==> src/hw/rtl/sfpa_pkg.sv <==
// Shared types and constants for the saturating fixed-point ALU.
`default_nettype none

package sfpa_pkg;

  localparam int DATA_BITS  = 32;                 // datapath width of operands and results
  localparam int PROD_BITS  = 2 * DATA_BITS;      // full product width
  localparam int TB_BITS    = 6;                  // total_bits register width
  localparam int FB_BITS    = 5;                  // frac_bits register width
  localparam int SHIFT_BITS = $clog2(DATA_BITS);  // width of (width - 1)
  localparam int CFG_IDX_BITS  = 1;
  localparam int CFG_DATA_BITS = 6;

  // tdata layout of a result word, from the lowest bit up
  localparam int OUT_LESS_BIT    = DATA_BITS;
  localparam int OUT_EQUAL_BIT   = DATA_BITS + 1;
  localparam int OUT_GREATER_BIT = DATA_BITS + 2;
  localparam int OUT_TDATA_BITS  = ((DATA_BITS + 3 + 7) / 8) * 8;  // result, flags, whole bytes
  localparam int IN_TDATA_BITS   = 2 * DATA_BITS;
  localparam int IN_TUSER_BITS   = 2;

  // reset values of the format registers
  localparam logic [TB_BITS-1:0] TOTAL_BITS_RST = 6'd16;
  localparam logic [FB_BITS-1:0] FRAC_BITS_RST  = 5'd8;

  typedef enum logic [CFG_IDX_BITS-1:0] {
    CFG_TOTAL_BITS = 1'b0,
    CFG_FRAC_BITS  = 1'b1
  } cfg_idx_t;

  typedef enum logic [IN_TUSER_BITS-1:0] {
    OP_ADD = 2'd0,
    OP_SUB = 2'd1,
    OP_MUL = 2'd2,
    OP_CMP = 2'd3
  } op_t;

endpackage

`default_nettype wire

==> src/hw/rtl/saturating_fixed_point_alu_unit.sv <==
// Top level: four-stage pipelined saturating fixed-point ALU.
//
// Input channel (s_*): one word per operation. s_tdata carries operand_a in
// the low 32 bits and operand_b above it; s_tuser carries the opcode
// (0 add, 1 subtract, 2 multiply, 3 compare). A word is taken on a clock edge
// with s_tvalid and s_tready both high.
// Output channel (m_*): one word per input word, in order. m_tdata carries the
// saturated result in bits 31:0, then the less, equal and greater flags.
// Configuration: cfg_we writes cfg_data into register cfg_index (0 total_bits,
// 1 frac_bits). Write only while no operation is in flight.
// Four register stages (capture, multiply/add/compare, round and shift,
// saturate); the capture stage loads on the handshake edge itself.
// Throughput: one word per cycle while m_tready is high; the 32x32
// multiplier in stage 2 is the deepest logic and sets the clock rate.
// Each stage holds a valid bit and advances when its successor is empty or
// moving, so bubbles collapse and input is taken while a result waits.
// When m_tready is low the pipe fills up; s_tready drops only once all four
// stages hold words. Nothing is dropped or repeated across a stall.
// Reset (rst, synchronous) clears all valid bits and restores total_bits 16,
// frac_bits 8.
`default_nettype none

module saturating_fixed_point_alu_unit (
  input  wire logic                                clk,
  input  wire logic                                rst,
  input  wire logic                                s_tvalid,
  output logic                                     s_tready,
  input  wire logic [sfpa_pkg::IN_TDATA_BITS-1:0]  s_tdata,   // operand_a, operand_b
  input  wire logic [sfpa_pkg::IN_TUSER_BITS-1:0]  s_tuser,   // opcode
  output logic                                     m_tvalid,
  input  wire logic                                m_tready,
  output logic [sfpa_pkg::OUT_TDATA_BITS-1:0]      m_tdata,   // result_value, is_less,
                                                              // is_equal, is_greater, pad
  input  wire logic                                cfg_we,
  input  wire logic [sfpa_pkg::CFG_IDX_BITS-1:0]   cfg_index,
  input  wire logic [sfpa_pkg::CFG_DATA_BITS-1:0]  cfg_data
);

  localparam int DB = sfpa_pkg::DATA_BITS;
  localparam int PB = sfpa_pkg::PROD_BITS;

  // format registers
  logic [sfpa_pkg::TB_BITS-1:0]    total_bits;
  logic [sfpa_pkg::FB_BITS-1:0]    frac_bits;
  logic [sfpa_pkg::SHIFT_BITS-1:0] width_m1;
  logic signed [DB-1:0]            lim_hi;     // 2^(w-1)-1, registered from format

  // stage valids and per-stage advance
  logic v1, v2, v3, v4;
  logic adv1, adv2, adv3, adv4;

  // stage 1: capture
  sfpa_pkg::op_t        op1;
  logic signed [DB-1:0] a1, b1;

  // stage 2: multiply, add/subtract, compare
  sfpa_pkg::op_t        op2;
  logic signed [PB-1:0] prod2;
  logic signed [DB:0]   sum2;
  logic [2:0]           flags2;   // {greater, equal, less}

  // stage 3: round and shift, merge paths
  sfpa_pkg::op_t        op3;
  logic signed [PB-1:0] val3;
  logic [2:0]           flags3;
  logic signed [PB-1:0] rnd;
  logic signed [PB-1:0] shifted;

  // stage 4: saturate into output register
  logic signed [DB-1:0] res4;
  logic [2:0]           flags4;
  logic signed [PB-1:0] hi_ext, lo_ext;
  logic signed [DB-1:0] sat;

  // Advance chain: a stage may load when it is empty or its word moves on.
  assign adv4 = !v4 || m_tready;
  assign adv3 = !v3 || adv4;
  assign adv2 = !v2 || adv3;
  assign adv1 = !v1 || adv2;
  assign s_tready = adv1;

  // Effective width clamped to 2..DATA_BITS, kept as width - 1.
  always_comb begin
    priority if (total_bits < sfpa_pkg::TB_BITS'(2)) begin
      width_m1 = sfpa_pkg::SHIFT_BITS'(1);
    end else if (total_bits > sfpa_pkg::TB_BITS'(DB)) begin
      width_m1 = sfpa_pkg::SHIFT_BITS'(DB - 1);
    end else begin
      width_m1 = sfpa_pkg::SHIFT_BITS'(total_bits - sfpa_pkg::TB_BITS'(1));
    end
  end

  always_ff @(posedge clk) begin
    if (rst) begin
      total_bits <= sfpa_pkg::TOTAL_BITS_RST;
      frac_bits  <= sfpa_pkg::FRAC_BITS_RST;
    end else if (cfg_we) begin
      unique case (sfpa_pkg::cfg_idx_t'(cfg_index))
        sfpa_pkg::CFG_TOTAL_BITS: total_bits <= cfg_data[sfpa_pkg::TB_BITS-1:0];
        sfpa_pkg::CFG_FRAC_BITS:  frac_bits  <= cfg_data[sfpa_pkg::FB_BITS-1:0];
        default: ;
      endcase
    end
  end

  // Limit follows format; user keeps config static while words are in flight; unenforced.
  always_ff @(posedge clk) begin
    lim_hi <= (DB'(1) << width_m1) - DB'(1);
  end

  // Valid bits.
  always_ff @(posedge clk) begin
    if (rst) begin
      v1 <= 1'b0;
      v2 <= 1'b0;
      v3 <= 1'b0;
      v4 <= 1'b0;
    end else begin
      if (adv1) v1 <= s_tvalid;
      if (adv2) v2 <= v1;
      if (adv3) v3 <= v2;
      if (adv4) v4 <= v3;
    end
  end

  // Stage 1.
  always_ff @(posedge clk) begin
    if (adv1) begin
      op1 <= sfpa_pkg::op_t'(s_tuser);
      a1  <= s_tdata[DB-1:0];
      b1  <= s_tdata[2*DB-1:DB];
    end
  end

  // Stage 2.
  always_ff @(posedge clk) begin
    if (adv2) begin
      op2   <= op1;
      prod2 <= PB'(a1) * PB'(b1);
      if (op1 == sfpa_pkg::OP_SUB) begin
        sum2 <= (DB+1)'(a1) - (DB+1)'(b1);
      end else begin
        sum2 <= (DB+1)'(a1) + (DB+1)'(b1);
      end
      flags2 <= {a1 > b1, a1 == b1, a1 < b1};
    end
  end

  // Rounding: add half an LSB of the kept part, then floor shift.
  always_comb begin
    if (frac_bits == '0) begin
      rnd = '0;
    end else begin
      rnd = PB'(1) <<< (frac_bits - sfpa_pkg::FB_BITS'(1));
    end
    shifted = (prod2 + rnd) >>> frac_bits;
  end

  // Stage 3.
  always_ff @(posedge clk) begin
    if (adv3) begin
      op3 <= op2;
      unique case (op2)
        sfpa_pkg::OP_ADD, sfpa_pkg::OP_SUB: val3 <= PB'(sum2);
        sfpa_pkg::OP_MUL:                   val3 <= shifted;
        sfpa_pkg::OP_CMP:                   val3 <= '0;
        default:                            val3 <= '0;
      endcase
      flags3 <= (op2 == sfpa_pkg::OP_CMP) ? flags2 : 3'b000;
    end
  end

  // Saturate to [-2^(w-1), 2^(w-1)-1].
  always_comb begin
    hi_ext = PB'(lim_hi);
    lo_ext = ~hi_ext;
    priority if (val3 > hi_ext) begin
      sat = lim_hi;
    end else if (val3 < lo_ext) begin
      sat = ~lim_hi;
    end else begin
      sat = val3[DB-1:0];
    end
  end

  // Stage 4: output register.
  always_ff @(posedge clk) begin
    if (adv4) begin
      res4   <= (op3 == sfpa_pkg::OP_CMP) ? '0 : sat;
      flags4 <= flags3;
    end
  end

  assign m_tvalid = v4;
  assign m_tdata  = {(sfpa_pkg::OUT_TDATA_BITS - DB - 3)'(0), flags4, res4};

endmodule

`default_nettype wire

==> config.mk <==
export PLATFORM = sky130hd
export DESIGN_NAME = saturating_fixed_point_alu_unit
export DESIGN_NICKNAME = d
export VERILOG_FILES = /design/src/hw/rtl/sfpa_pkg.sv /design/src/hw/rtl/saturating_fixed_point_alu_unit.sv
export SDC_FILE = /design/constraint.sdc
export NUM_CORES = 2
export LEC_CHECK = 0
export BUFFER_PORTS_ARGS = -buffer_cell sky130_fd_sc_hd__clkbuf_2
export CORE_MARGIN = 1
export CORE_UTILIZATION = 40
export DETAILED_ROUTE_END_ITERATION = 10
export PLACE_DENSITY_LB_ADDON = 0.2
export SLEW_MARGIN = 10
export SYNTH_ARGS = -nofsm -noshare
export SYNTH_HDL_FRONTEND = slang
export SYNTH_SLANG_ARGS = --single-unit
==> constraint.sdc <==
create_clock -name clk -period 12.1 [get_ports clk]
set_input_delay 2.42 -clock clk [delete_from_list [all_inputs] [get_ports clk]]
set_output_delay 2.42 -clock clk [all_outputs]
set_load 0.01 [all_outputs]
==> key figures <==
Status
  – Status: completed

Global route
  – All-Layer GR Usage: 27.6%
  – Largest net degree at the start of global routing: 70
  – Total grt overflow: 0
  – Initial antenna violation count: 12
  – Vias in the first global route: 49.6k
  – Global-route wire length before repair: 317000 um

Synth
  – Post-synth EDFFs: 272
  – Netlist cell types: 98
  – Post-synth ARST share: 0%
  – Synth area leaders: fa_1 (36%), edfxtp_1 (13%), ha_1 (8.5%)
  – Ys Warns: 0
  – Top cells by count, synth: inv_1 (1151), fa_1 (1085), nand2_1 (727)
  – Synth Flop Type: edfxtp_1
  – Synth Instances: 6580
  – Synth top area share: 35.7%
  – Seq/Total Area, Yosys: 15.0%
  – Seq cells post-synth: 319
  – Mapped cell area: 60900 um^2
  – Yosys top cell by area: fa_1
  – Avg Inst Size Synth: 9.25 um^2
  – Top-count cell post-synth: inv_1

Clock network
  – CTS buffer count: 44
  – Clock Sink Count: 319
  – CTS root buf: clkbuf_16
  – Reg clk slew, reported paths: 0.06 ns
  – CTS tree: done
  – Post-CTS Hold Buffers: 0
  – Setup repair bufs after CTS: 0
  – H-tree lvl count: 2
  – Clock Path Buffers: 3
  – Post-CTS sizing: 0
  – Latest clock arrival within the worst-skew pair: 0.66 ns

Detailed routing
  – 1st-iter DRT viols: 3965
  – DR vias/cell: 5.54
  – Vias: 47.5k
  – Remaining DRCs: 0
  – WL/cell: 24.5 um
  – Final ANT Viol Nets: 0
  – Router iterations before antenna repair: 8
  – Routed WL: 210000 um

Critical path
  – Critical R2R Capture: prod2[63]$_DFFE_PP_
  – Critical Path RT: 12.48 ns
  – Critical path capture point type: flip-flop
  – Max FO, Critical Path: 20
  – WS Path Type: reg -> reg
  – FF-to-FF setup slack: 2.21 ns
  – R2R depth: 24
  – R2R Path Start: a1[1]$_DFFE_PP_
  – Worst setup SP type: flip-flop
  – Worst EP arrival: 10.27 ns

Floorplan
  – Num ports: 120
  – Die X: 392 um
  – Die area: 154000 um^2
  – Initial cell density of the core: 40.4%
  – Core area: 150000 um^2
  – DIE HEIGHT: 392 um
  – Num rows: 142

Min path
  – Hold Crit Depth: 0
  – Hold endpoint: flags4[2]$_DFFE_PP_
  – Hold WC Path Type: reg -> reg
  – Min-delay src: flags3[2]$_SDFFCE_PN0P_

STA
  – Final setup viols: 0
  – RSZ-0062 raised after global routing: false
  – Hold Violations, Final: 0
  – Fin crit share: 81.7%
  – Final slew viol count: 0
  – Fmax: 101 MHz
  – Fin Clk Skew: 0.0367 ns
  – Setup TNS: 0 ns
  – Worst-Margin Slew: 1.13 ns
  – Relative slew slack: 24.5%
  – Crit path time final: 9.89 ns

Final layout
  – Final nets: 8089
  – Layout cell share with drive strength beyond 1: 6.06%
  – Area delta synth->final: 7.03%

Placement
  – Post-DP HPWL: 168000 um
  – Placer congestion estimate: 0.959
  – PortBufs: 114

Job
  – Max_cap viols: 0
## registers in the layout (all words and copies together) (netlist names)
name,flops
prod2,64
val3,64
sum2,33
a1,32
b1,32
lim_hi,32
res4,32
total_bits,6
frac_bits,5
flags2,3
flags3,3
flags4,3
op1,2
op2,2
op3,2
m_tvalid,1
v1,1
v2,1
v3,1
## worst max-delay path: stages, from the launching register on
cell and delay, ns:
edfxtp_1 1.04, clkinv_1 1.06, nor2_1 0.39, fa_1 0.47, fa_1 0.50, ha_1 0.17
inv_1 0.06, fa_1 0.46, fa_1 0.55, inv_1 0.06, fa_1 0.47, fa_1 0.52
fa_1 0.43, ha_1 0.42, o21ai_0 0.13, a21oi_1 0.20, and3_1 0.22, and2_1 0.20
o2111a_1 0.32, o31ai_1 0.26, o31a_1 0.44, o21ai_0 0.48, nand3_1 0.22, a311o_1 0.38
xnor2_1 0.14
## logic make-up (layout without fill, tap and decap cells)
group | after synthesis | in the layout | share of synthesized area (%)
DFF | 319 | 319 | 15.0
and+or+nand+nor | 1949 | 1949 | 15.5
other | 1 | 12 | 0.00616
xor gates and xnor gates | 166 | 166 | 2.39
adders and majority gates | 1498 | 1498 | 44.2
muxes | 112 | 112 | 2.16
AOI/OAI and AO/OA | 1032 | 1032 | 11.5
buffers and inverters | 1503 | 1465 | 9.35
## cells in the final DEF, fill, tap and decap left out, drive strengths merged, types with 12 or more instances in the layout
master and n:
mux2 25, nor2b 63, o22ai 27, a21o 82
xor2 44, a221oi 17, xnor2 122, ha 413
o21bai 38, o32ai 33, dfxtp 47, clkbuf 164
and4 12, nand2b 31, clkinv 20, a211o 13
a31oi 30, edfxtp 272, nor4 23, and2 483
nand2 727, nor2 341, inv 1154, and3 45
a22oi 18, o221ai 44, mux4 13, or3 20
o211ai 38, nor3 70, mux2i 74, nand4 42
nand3 70, o21ai 177, fa 1085, buf 114
o31ai 14, a21oi 289, o21a 22, a211oi 65
## final cells by class
cell class	count	area [um^2]
timing repair buffer	228	1440
clock inverter	30	455
inverter	1157	4350
sequential	319	9110
antenna	6	15.0
clock buffer	50	1120
fill	15000	85400
tap	2016	2520
multi-input combinational	4763	46100
## metal layers
layer | GRT usage, % | vias up | wire (um)
met5 | 0 | - | 70
met4 | 11.1 | 10 | 9730
met3 | 3.70 | 347 | 13900
met2 | 45.3 | 1779 | 98000
met1 | 36.8 | 24300 | 88000
li1 | - | 21000 | -
## worst max-delay path by stage
stage	from	end	slack, ns	depth (start not counted)
floorplan	a1[13]$_DFFE_PP_	prod2[59]$_DFFE_PP_	4.31	29
global placement	a1[1]$_DFFE_PP_	prod2[63]$_DFFE_PP_	2.40	24
detailed placement	a1[1]$_DFFE_PP_	prod2[63]$_DFFE_PP_	2.30	24
CTS	a1[1]$_DFFE_PP_	prod2[63]$_DFFE_PP_	2.24	24
global route	a1[1]$_DFFE_PP_	prod2[63]$_DFFE_PP_	1.97	24
finish	a1[1]$_DFFE_PP_	prod2[63]$_DFFE_PP_	2.21	24
## stage by stage
| stage | hold slack (ns) | setup slack (ns) | cell area [um^2] | std cells | utilization, % |
|---|---|---|---|---|---|
| finish | 0.439 | 2.21 | 65100 | 8569 | 43.3 |
| detailed placement | 0.427 | 2.30 | 63500 | 8483 | 42.2 |
| global route | 0.453 | 1.97 | 65100 | 8565 | 43.3 |
| CTS | 0.442 | 2.24 | 65100 | 8563 | 43.3 |
| global placement | 0.415 | 2.40 | 63500 | 8483 | 42.2 |
| floorplan | 0.400 | 4.31 | 60900 | 6585 | - |
Power is not shown: default switching activity piles up to over one toggle a cycle in this logic, so the estimate is an artifact.
